### config.mk
export PLATFORM = sky130hd
export DESIGN_NAME = char_lcd_4bit_command_sequencer_flat
export DESIGN_NICKNAME = d
export VERILOG_FILES = /design/src/rtl/core/cl4_pkg.sv /design/src/rtl/core/cl4_if.sv /design/src/rtl/core/char_lcd_4bit_command_sequencer.sv /design/src/flat_wrapper.sv
export SDC_FILE = /design/constraint.sdc
export NUM_CORES = 1
export LEC_CHECK = 0
export ABC_AREA = 1
export ABC_CLOCK_PERIOD_IN_PS = 4800
export BUFFER_PORTS_ARGS = -buffer_cell sky130_fd_sc_hd__clkbuf_2
export CAP_MARGIN = 20
export CORE_ASPECT_RATIO = 0.5
export CORE_MARGIN = 4
export CORE_UTILIZATION = 59
export CTS_BUF_LIST = sky130_fd_sc_hd__clkbuf_8
export CTS_CLUSTER_SIZE = 16
export DETAILED_ROUTE_END_ITERATION = 16
export PLACE_DENSITY = 0.87
export SLEW_MARGIN = 20
export SYNTH_ARGS = -nofsm -noshare
export SYNTH_HDL_FRONTEND = slang
export SYNTH_SLANG_ARGS = --single-unit
### constraint.sdc
create_clock -name clock -period 4.8 [get_ports clock]
set_input_delay 1.2 -clock clock [delete_from_list [all_inputs] [get_ports clock]]
set_output_delay 1.2 -clock clock [all_outputs]
set_load 0.1 [all_outputs]
### src/rtl/core/cl4_pkg.sv
`timescale 1ns / 1ps
// ---------------------------------------------------------------------------
// cl4_pkg: shared types and microcode for the 4-bit LCD command sequencer
// Holds the control word layout, the wait table and the step program.
// ---------------------------------------------------------------------------
package cl4_pkg;

   // Field widths
   localparam int MODE_W   = 2;
   localparam int CHAR_W   = 8;
   localparam int COL_W    = 6;
   localparam int NIB_W    = 4;
   localparam int WAIT_W   = 15;
   localparam int STEP_W   = 5;

   // Request modes
   typedef enum logic [MODE_W-1:0] {
      MODE_INIT  = 2'd0,
      MODE_PUT   = 2'd1,
      MODE_CLEAR = 2'd2,
      MODE_GOTO  = 2'd3
   } mode_type;

   // Byte constants
   localparam logic [CHAR_W-1:0] CHAR_NEWLINE = 8'd10;
   localparam logic [CHAR_W-1:0] CMD_ROW1     = 8'h80 | (8'd1 << 6);
   localparam logic [CHAR_W-1:0] CMD_GOTO     = 8'h80;
   localparam logic [COL_W-1:0]  COL_MASK     = 6'h2f;

   // Wait times in microseconds
   localparam int BYTE_WAIT_US   = 40 + 20;
   localparam int CLEAR_EXTRA_US = (2 + 1) * 1000;

   typedef enum logic [2:0] {
      WAIT_NONE,
      WAIT_BYTE,
      WAIT_NIB2,
      WAIT_NIB3,
      WAIT_CLEAR,
      WAIT_NIB3_LONG,
      WAIT_POWER
   } wait_code_type;

   // Nibble source of one step
   typedef enum logic [1:0] {
      NIB_CONST,
      NIB_OP_HI,
      NIB_OP_LO
   } nib_src_type;

   typedef struct packed {
      nib_src_type        nib_src;
      logic [NIB_W-1:0]   nib_const;
      logic               rs_op;
      logic               strobe;
      wait_code_type      wait_code;
      logic               last;
   } ctrl_word_type;

   // Program entry points
   localparam logic [STEP_W-1:0] ENTRY_INIT  = 5'd0;
   localparam logic [STEP_W-1:0] ENTRY_BYTE  = 5'd13;
   localparam logic [STEP_W-1:0] ENTRY_CLEAR = 5'd15;
   localparam logic [STEP_W-1:0] LAST_STEP   = 5'd17;

   function automatic logic [WAIT_W-1:0] wait_value(input wait_code_type code);
      logic [WAIT_W-1:0] v;
      case (code)
         WAIT_NONE:      v = '0;
         WAIT_BYTE:      v = WAIT_W'(BYTE_WAIT_US);
         WAIT_NIB2:      v = WAIT_W'(40 + 60);
         WAIT_NIB3:      v = WAIT_W'(100 + 5);
         WAIT_CLEAR:     v = WAIT_W'(BYTE_WAIT_US + CLEAR_EXTRA_US);
         WAIT_NIB3_LONG: v = WAIT_W'((5 + 2) * 1000);
         WAIT_POWER:     v = WAIT_W'((15 + 5) * 1000);
         default:        v = '0;
      endcase
      return v;
   endfunction

   function automatic ctrl_word_type cw(input nib_src_type src,
                                        input logic [NIB_W-1:0] nib,
                                        input logic rs, input logic stb,
                                        input wait_code_type wc, input logic lst);
      ctrl_word_type w;
      w.nib_src   = src;
      w.nib_const = nib;
      w.rs_op     = rs;
      w.strobe    = stb;
      w.wait_code = wc;
      w.last      = lst;
      return w;
   endfunction

   // Step program: init, shared byte send, clear
   function automatic ctrl_word_type program_word(input logic [STEP_W-1:0] step);
      ctrl_word_type w;
      case (step)
         5'd0:    w = cw(NIB_CONST, 4'h0, 1'b0, 1'b0, WAIT_POWER,     1'b0);
         5'd1:    w = cw(NIB_CONST, 4'h3, 1'b0, 1'b1, WAIT_NIB3_LONG, 1'b0);
         5'd2:    w = cw(NIB_CONST, 4'h3, 1'b0, 1'b1, WAIT_NIB3,      1'b0);
         5'd3:    w = cw(NIB_CONST, 4'h3, 1'b0, 1'b1, WAIT_NIB3_LONG, 1'b0);
         5'd4:    w = cw(NIB_CONST, 4'h2, 1'b0, 1'b1, WAIT_NIB2,      1'b0);
         5'd5:    w = cw(NIB_CONST, 4'h2, 1'b0, 1'b1, WAIT_NONE,      1'b0);
         5'd6:    w = cw(NIB_CONST, 4'hC, 1'b0, 1'b1, WAIT_BYTE,      1'b0);
         5'd7:    w = cw(NIB_CONST, 4'h0, 1'b0, 1'b1, WAIT_NONE,      1'b0);
         5'd8:    w = cw(NIB_CONST, 4'hC, 1'b0, 1'b1, WAIT_BYTE,      1'b0);
         5'd9:    w = cw(NIB_CONST, 4'h0, 1'b0, 1'b1, WAIT_NONE,      1'b0);
         5'd10:   w = cw(NIB_CONST, 4'h6, 1'b0, 1'b1, WAIT_BYTE,      1'b0);
         5'd11:   w = cw(NIB_CONST, 4'h0, 1'b0, 1'b1, WAIT_NONE,      1'b0);
         5'd12:   w = cw(NIB_CONST, 4'h1, 1'b0, 1'b1, WAIT_CLEAR,     1'b1);
         5'd13:   w = cw(NIB_OP_HI, 4'h0, 1'b1, 1'b1, WAIT_NONE,      1'b0);
         5'd14:   w = cw(NIB_OP_LO, 4'h0, 1'b1, 1'b1, WAIT_BYTE,      1'b1);
         5'd15:   w = cw(NIB_CONST, 4'h0, 1'b0, 1'b1, WAIT_NONE,      1'b0);
         5'd16:   w = cw(NIB_CONST, 4'h1, 1'b0, 1'b1, WAIT_CLEAR,     1'b0);
         5'd17:   w = cw(NIB_CONST, 4'h0, 1'b0, 1'b0, WAIT_NONE,      1'b1);
         default: w = cw(NIB_CONST, 4'h0, 1'b0, 1'b0, WAIT_NONE,      1'b1);
      endcase
      return w;
   endfunction

endpackage

### src/rtl/core/cl4_if.sv
`timescale 1ns / 1ps
// ---------------------------------------------------------------------------
// cl4_if: request and event channels of the LCD command sequencer
// Valid/ready channels; a transaction moves when both are high at a clock edge.
// ---------------------------------------------------------------------------
interface cl4_req_if;
   logic       valid;
   logic       ready;
   logic [1:0] mode;
   logic [7:0] character;
   logic       row;
   logic [5:0] column;

   modport source (output valid, output mode, output character, output row,
                   output column, input ready);
   modport sink   (input valid, input mode, input character, input row,
                   input column, output ready);
endinterface

interface cl4_rsp_if;
   logic        valid;
   logic        ready;
   logic        reg_select;
   logic [3:0]  nibble;
   logic        strobe_res;
   logic [14:0] wait_us;
   logic        last;

   modport source (output valid, output reg_select, output nibble, output strobe_res,
                   output wait_us, output last, input ready);
   modport sink   (input valid, input reg_select, input nibble, input strobe_res,
                   input wait_us, input last, output ready);
endinterface

### src/rtl/core/char_lcd_4bit_command_sequencer.sv
`timescale 1ns / 1ps
// ---------------------------------------------------------------------------
// char_lcd_4bit_command_sequencer: request to LCD pin event sequencer
// Runs a small step program that expands each request into timed events.
// ---------------------------------------------------------------------------
//  channel  | dir | payload                                      | handshake
//  ---------+-----+----------------------------------------------+-----------
//  req_ch   | in  | mode, character, row, column                 | valid/ready
//  rsp_ch   | out | reg_select, nibble, strobe_res, wait_us, last| valid/ready
//
//  A request of N events (init 13, clear 3, put and goto 2) is run by loading
//  the step counter, then moving one event per cycle, unless the output is
//  stalled, out of the program table into the output register.
//  Synchronous active-high reset clears the busy flag and the output valid.
//  A stalled event holds the step counter; the next request is taken once
//  the final event of the current one sits in the output register.
// ---------------------------------------------------------------------------
module char_lcd_4bit_command_sequencer (
   input logic      clock,
   input logic      reset,
   cl4_req_if.sink   req_ch,
   cl4_rsp_if.source rsp_ch
);
   import cl4_pkg::*;

   logic                busy_ff, busy_in;
   logic [STEP_W-1:0]   step_ff, step_in;
   logic [CHAR_W-1:0]   op_byte_ff, op_byte_in;
   logic                op_rs_ff, op_rs_in;

   logic                rsp_valid_ff;
   logic                rsp_rs_ff;
   logic [NIB_W-1:0]    rsp_nib_ff;
   logic                rsp_strobe_ff;
   logic [WAIT_W-1:0]   rsp_wait_ff;
   logic                rsp_last_ff;

   logic                req_fire;
   logic                step_fire;
   ctrl_word_type       word;
   logic [NIB_W-1:0]    nib_sel;
   logic [STEP_W-1:0]   entry;

   assign req_ch.ready = !busy_ff;
   assign req_fire     = req_ch.valid && !busy_ff;
   assign step_fire    = busy_ff && (!rsp_valid_ff || rsp_ch.ready);
   assign word         = program_word(step_ff);

   // Pick program entry and operand byte for the request
   always_comb begin
      entry      = ENTRY_BYTE;
      op_byte_in = op_byte_ff;
      op_rs_in   = op_rs_ff;
      case (mode_type'(req_ch.mode))
         MODE_INIT: begin
            entry = ENTRY_INIT;
         end
         MODE_PUT: begin
            if (req_ch.character == CHAR_NEWLINE) begin
               op_byte_in = CMD_ROW1;
               op_rs_in   = 1'b0;
            end else begin
               op_byte_in = req_ch.character;
               op_rs_in   = 1'b1;
            end
         end
         MODE_CLEAR: begin
            entry = ENTRY_CLEAR;
         end
         MODE_GOTO: begin
            op_byte_in = CMD_GOTO | {1'b0, req_ch.row, 6'(req_ch.column & COL_MASK)};
            op_rs_in   = 1'b0;
         end
         default: begin
            entry = ENTRY_INIT;
         end
      endcase
   end

   // Select the nibble the current step drives
   always_comb begin
      case (word.nib_src)
         NIB_CONST: nib_sel = word.nib_const;
         NIB_OP_HI: nib_sel = op_byte_ff[CHAR_W-1:NIB_W];
         NIB_OP_LO: nib_sel = op_byte_ff[NIB_W-1:0];
         default:   nib_sel = word.nib_const;
      endcase
   end

   // Advance the step counter; drop busy after the final step
   always_comb begin
      busy_in = busy_ff;
      step_in = step_ff;
      if (req_fire) begin
         busy_in = 1'b1;
         step_in = entry;
      end else if (step_fire) begin
         step_in = step_ff + 1'b1;
         if (word.last) begin
            busy_in = 1'b0;
         end
      end
   end

   always_ff @(posedge clock) begin
      if (reset) begin
         busy_ff <= 1'b0;
      end else begin
         busy_ff <= busy_in;
      end
      step_ff <= step_in;
      if (req_fire) begin
         op_byte_ff <= op_byte_in;
         op_rs_ff   <= op_rs_in;
      end
   end

   // Output register: load one event per step, hold while stalled
   always_ff @(posedge clock) begin
      if (reset) begin
         rsp_valid_ff <= 1'b0;
      end else if (step_fire) begin
         rsp_valid_ff <= 1'b1;
      end else if (rsp_ch.ready) begin
         rsp_valid_ff <= 1'b0;
      end
      if (step_fire) begin
         rsp_rs_ff     <= word.rs_op & op_rs_ff;
         rsp_nib_ff    <= nib_sel;
         rsp_strobe_ff <= word.strobe;
         rsp_wait_ff   <= wait_value(word.wait_code);
         rsp_last_ff   <= word.last;
      end
   end

   assign rsp_ch.valid      = rsp_valid_ff;
   assign rsp_ch.reg_select = rsp_rs_ff;
   assign rsp_ch.nibble     = rsp_nib_ff;
   assign rsp_ch.strobe_res = rsp_strobe_ff;
   assign rsp_ch.wait_us    = rsp_wait_ff;
   assign rsp_ch.last       = rsp_last_ff;

   // Checks on the sequencer
   a_accept_loads: assert property (@(posedge clock) disable iff (reset)
      req_fire |=> (busy_ff && (step_ff == ENTRY_INIT || step_ff == ENTRY_BYTE
                                || step_ff == ENTRY_CLEAR)))
      else $error("request accept did not load a program entry");

   a_step_range: assert property (@(posedge clock) disable iff (reset)
      busy_ff |-> (step_ff <= LAST_STEP))
      else $error("step counter ran past the program");

   a_last_ends: assert property (@(posedge clock) disable iff (reset)
      (step_fire && word.last) |=> (!busy_ff && rsp_valid_ff && rsp_last_ff))
      else $error("final step did not end the request");

   a_mid_holds: assert property (@(posedge clock) disable iff (reset)
      (step_fire && !word.last) |=> (busy_ff && !rsp_last_ff))
      else $error("request ended before its final step");

endmodule

### src/flat_wrapper.sv
// flat-port wrapper written by rule: the top's interface ports become plain ports
module char_lcd_4bit_command_sequencer_flat import cl4_pkg::*;
  (clock, reset, req_ch_valid, req_ch_mode, req_ch_character, req_ch_row, req_ch_column, req_ch_ready, rsp_ch_valid, rsp_ch_reg_select, rsp_ch_nibble, rsp_ch_strobe_res, rsp_ch_wait_us, rsp_ch_last, rsp_ch_ready);
  cl4_req_if req_ch_i ();
  cl4_rsp_if rsp_ch_i ();
  input logic clock;
  input logic reset;
  input wire logic [$bits(req_ch_i.valid)-1:0] req_ch_valid;
  input wire logic [$bits(req_ch_i.mode)-1:0] req_ch_mode;
  input wire logic [$bits(req_ch_i.character)-1:0] req_ch_character;
  input wire logic [$bits(req_ch_i.row)-1:0] req_ch_row;
  input wire logic [$bits(req_ch_i.column)-1:0] req_ch_column;
  output wire logic [$bits(req_ch_i.ready)-1:0] req_ch_ready;
  output wire logic [$bits(rsp_ch_i.valid)-1:0] rsp_ch_valid;
  output wire logic [$bits(rsp_ch_i.reg_select)-1:0] rsp_ch_reg_select;
  output wire logic [$bits(rsp_ch_i.nibble)-1:0] rsp_ch_nibble;
  output wire logic [$bits(rsp_ch_i.strobe_res)-1:0] rsp_ch_strobe_res;
  output wire logic [$bits(rsp_ch_i.wait_us)-1:0] rsp_ch_wait_us;
  output wire logic [$bits(rsp_ch_i.last)-1:0] rsp_ch_last;
  input wire logic [$bits(rsp_ch_i.ready)-1:0] rsp_ch_ready;
  assign req_ch_i.valid = req_ch_valid;
  assign req_ch_i.mode = req_ch_mode;
  assign req_ch_i.character = req_ch_character;
  assign req_ch_i.row = req_ch_row;
  assign req_ch_i.column = req_ch_column;
  assign req_ch_ready = req_ch_i.ready;
  assign rsp_ch_valid = rsp_ch_i.valid;
  assign rsp_ch_reg_select = rsp_ch_i.reg_select;
  assign rsp_ch_nibble = rsp_ch_i.nibble;
  assign rsp_ch_strobe_res = rsp_ch_i.strobe_res;
  assign rsp_ch_wait_us = rsp_ch_i.wait_us;
  assign rsp_ch_last = rsp_ch_i.last;
  assign rsp_ch_i.ready = rsp_ch_ready;
  char_lcd_4bit_command_sequencer u_core (.clock(clock), .reset(reset), .req_ch(req_ch_i), .rsp_ch(rsp_ch_i));
endmodule
==> results.md <==
* Simple-gate share of the synthesized area at 21.3%
* Setup bufs post-CTS at 0
* DRT Pass-1 Iters at 4
* Sequential area share after synthesis at 53.7%
* Initial antenna violation count at 0
* WHS at 509 ps
* Crit path kind: reg2out
* Peak fanout along the critical path at 3
* Worst Tran Pin Value at 708 ps
* Post-synthesis mux area share at 1.21%
* Synthesized-area fraction occupied by xor and xnor cells at 0.939%
* Dominant cells by area after synthesis: edfxtp_1 52%, nand2_1 8.2%, ha_1 5.4%, inv_1 4.8%, nand3_1 3.0%
* Clock root buffer: clkbuf_8
* Yosys cell types at 28
* Slew margin rel. at 52.8%
* Syn-to-layout area delta at 14.8%
* Die height at 47.8 um
* Setup crit end kind: primary output
* Clock Skews at 7.62 ps
* Power per Cell Area at 464 nW/um2
* Largest family of logic cells by synthesized area: simple AND/OR/NAND/NOR gates
* Worst Path Required at 3600 ps
* Dpl hpwl at 2630 um
* Status: finished, final reports clean
* Reg2reg setup slack at 2730 ps
* Worst-Skew Late Latency at 280 ps
* RSZ-0062 raised after global routing: no
* R2R Path Start: u_core.step_ff[2]$_DFFE_PP_
* DRT iter0 DRCs at 60
* CP max stage cell: clkbuf_2
* Max Clk Rate at 423 MHz
* Worst VDD drop at 0.258 mV
* Row Count at 14
* Die width at 87.5 um
* Hold_buf cts at 0
* Gr ovfl total at 0
* Worst hold path class: reg2reg
* Yosys top cell area share at 51.5%
* Mapped Area at 1870 um2
* Syn Area/Cell at 9.77 um2
* Cells after DPL at 266
* Min cycle time layout at 2360 ps
* Core area at 3010 um2
* Port Buf Inserts at 41
* Hold-critical path depth at 2
* DIE AREA at 4180 um2
* H-tree levels at 2
* Wire per inst at 12.6 um
* Final WL at 3440 um
* Longest Clk Path Bufs at 2
* Cells after Synth at 191
* DRC at 0
* Synth Warn # at 0
* Synth area leader: edfxtp_1
* Number of CTS-inserted buffers at 5
* DR vias at 1353
* FFs w/ async S/R, synth at 0%
* Antenna viol nets, final at 0
* First-pass GRT wire length at 5470 um
* Yosys reg bits at 34
* Critical Path AT at 1160 ps
* Setup TNS at 0 ps
* Non-Filler Instances at 273
* Final Hold Fails at 0
* Largest net degree at the start of global routing at 20
* Aggregate global-route resource usage at 17.7%
* Most numerous cell in the Yosys netlist: nand2_1
* Worst Hold Launch: u_core.rsp_ch.valid$_SDFFE_PP0P_
* # IOs at 45
* Worst-path clk slew at 60 ps
* Vias per std cell at 4.96
* Pleak at 0.00103 uW
* R2R Path End: u_core.rsp_ch.nibble[1]$_DFFE_PP_
* Crit path max-delay family: buffers and inverters
* Starting Density at 61.9%
* Worst Hold End: u_core.rsp_ch.valid$_SDFFE_PP0P_
* Total Nets Final at 262
* Most used DFF post-synth: edfxtp_1
* TritonCTS clock tree: yes
* Number of max-cap violations at 0
* Post-Synth Adder-Cell Area at 5.37%
* Layout cells sized above 1 at 29.2%
* Post-synth EDFFs at 32
* Reg2Reg Depth at 9
* Crit path largest cell delay at 470 ps
* Antenna cell count at 0
* Startpoint Class: flip-flop
* Final worst-path cycle share at 49.2%
* Synth Area in Compound Gates at 8.45%
* # setup viols final at 0
* Clk sinks at 34
* Synth top cells by count: 41 x nand2_1, 32 x edfxtp_1, 24 x inv_1
* Post-CTS sizing at 0
* Max-slew violations at 0
* Worst path buffer plus inverter count at 2
* Pwr Total at 994 uW
* Vias in the first global route at 1223
* Crit path cell chain: inv_1 > clkbuf_2
* RD Place Congestion at 0.799
-- routing by layer --
layer  GRT usage [%]  vias up  part of all wire (%)
li1                -      709                     -
met1            21.4      598                    45
met2            31.9       43                    47
met3            5.15        3                   7.1
met4            5.50        0                  0.70
met5               0        -                     0
-- kinds of logic (layout without fill, tap and decap cells) --
group,after synthesis,in the layout
and+or+nand+nor,83,83
buffers and inverters,35,76
DFF,34,34
AOI/OAI and AO/OA,26,26
adders and majority gates,8,8
xor gates and xnor gates,2,2
muxes,2,2
other,1,2
-- through the flow --
| stage | area [um2] | util [%] | setup slack, ps |
|---|---|---|---|
| after floorplan | 1870 | - | 2250 |
| after global placement | 2060 | 68.5 | 2470 |
| after detailed placement | 2060 | 68.5 | 2350 |
| after CTS | 2140 | 71.1 | 2430 |
| after global routing | 2140 | 71.1 | 2390 |
| final | 2140 | 71.1 | 2440 |
-- where the power goes --
part	internal (uW)	switching [uW]	leakage, uW
combinational	81.8	318	0.000657
sequential	380	26.2	0.000324
clock	95.4	92.6	0.0000466
-- cell usage in the layout, fill, tap and decap left out, types with 2 or more instances in the layout --
| cell type | count |
|---|---|
| nand3_1 | 11 |
| nand2_1 | 41 |
| ha_1 | 8 |
| o21ai_0 | 11 |
| a21oi_1 | 8 |
| clkbuf_8 | 5 |
| conb_1 | 2 |
| inv_2 | 4 |
| edfxtp_1 | 32 |
| dfxtp_1 | 2 |
| inv_1 | 26 |
| mux2_2 | 2 |
| nand2_2 | 7 |
| a22o_1 | 3 |
| nor2_1 | 14 |
| nand4_1 | 2 |
| clkbuf_2 | 41 |
| nand3_2 | 4 |
-- registers in the layout, summed over array words and instances, names as in the netlist --
| signal | count |
|---|---|
| u_core.busy_ff | 1 |
| u_core.rsp_ch.nibble | 4 |
| u_core.op_byte_ff | 8 |
| u_core.rsp_ch.valid | 1 |
| u_core.rsp_ch.last | 1 |
| u_core.rsp_ch.wait_us | 11 |
| u_core.rsp_ch.reg_select | 1 |
| u_core.step_ff | 5 |
| u_core.op_rs_ff | 1 |
| u_core.rsp_ch.strobe_res | 1 |
-- worst max-delay path by stage --
| stage | start | endpoint | slack (ps) | cells past startpoint |
|---|---|---|---|---|
| after floorplan | u_core.rsp_ch.wait_us[11]$_DFFE_PP_ | rsp_ch_wait_us[11] | 2250 | 1 |
| after global placement | req_ch_valid | u_core.op_byte_ff[0]$_DFFE_PP_ | 2470 | 3 |
| after detailed placement | req_ch_valid | u_core.op_byte_ff[0]$_DFFE_PP_ | 2350 | 3 |
| after CTS | u_core.busy_ff$_SDFFE_PP0P_ | req_ch_ready | 2430 | 2 |
| after global routing | u_core.busy_ff$_SDFFE_PP0P_ | req_ch_ready | 2390 | 2 |
| final | u_core.busy_ff$_SDFFE_PP0P_ | req_ch_ready | 2440 | 2 |
-- layout make-up --
type	count	area, um2
Sequential cell	34	1000
Clock buffer	5	68.8
Tap cell	40	50.0
Inverter	28	105
Multi-Input combinational cell	123	703
Clock inverter	2	7.51
Timing Repair Buffer	41	205
Fill cell	234	872
-- tightest hold or removal path: stages (launching register included) --
cell	delay, ps
dfxtp_1	310
nand2_1	90
a21oi_1	70
No activity file was read; power rests on OpenSTA's default activity.
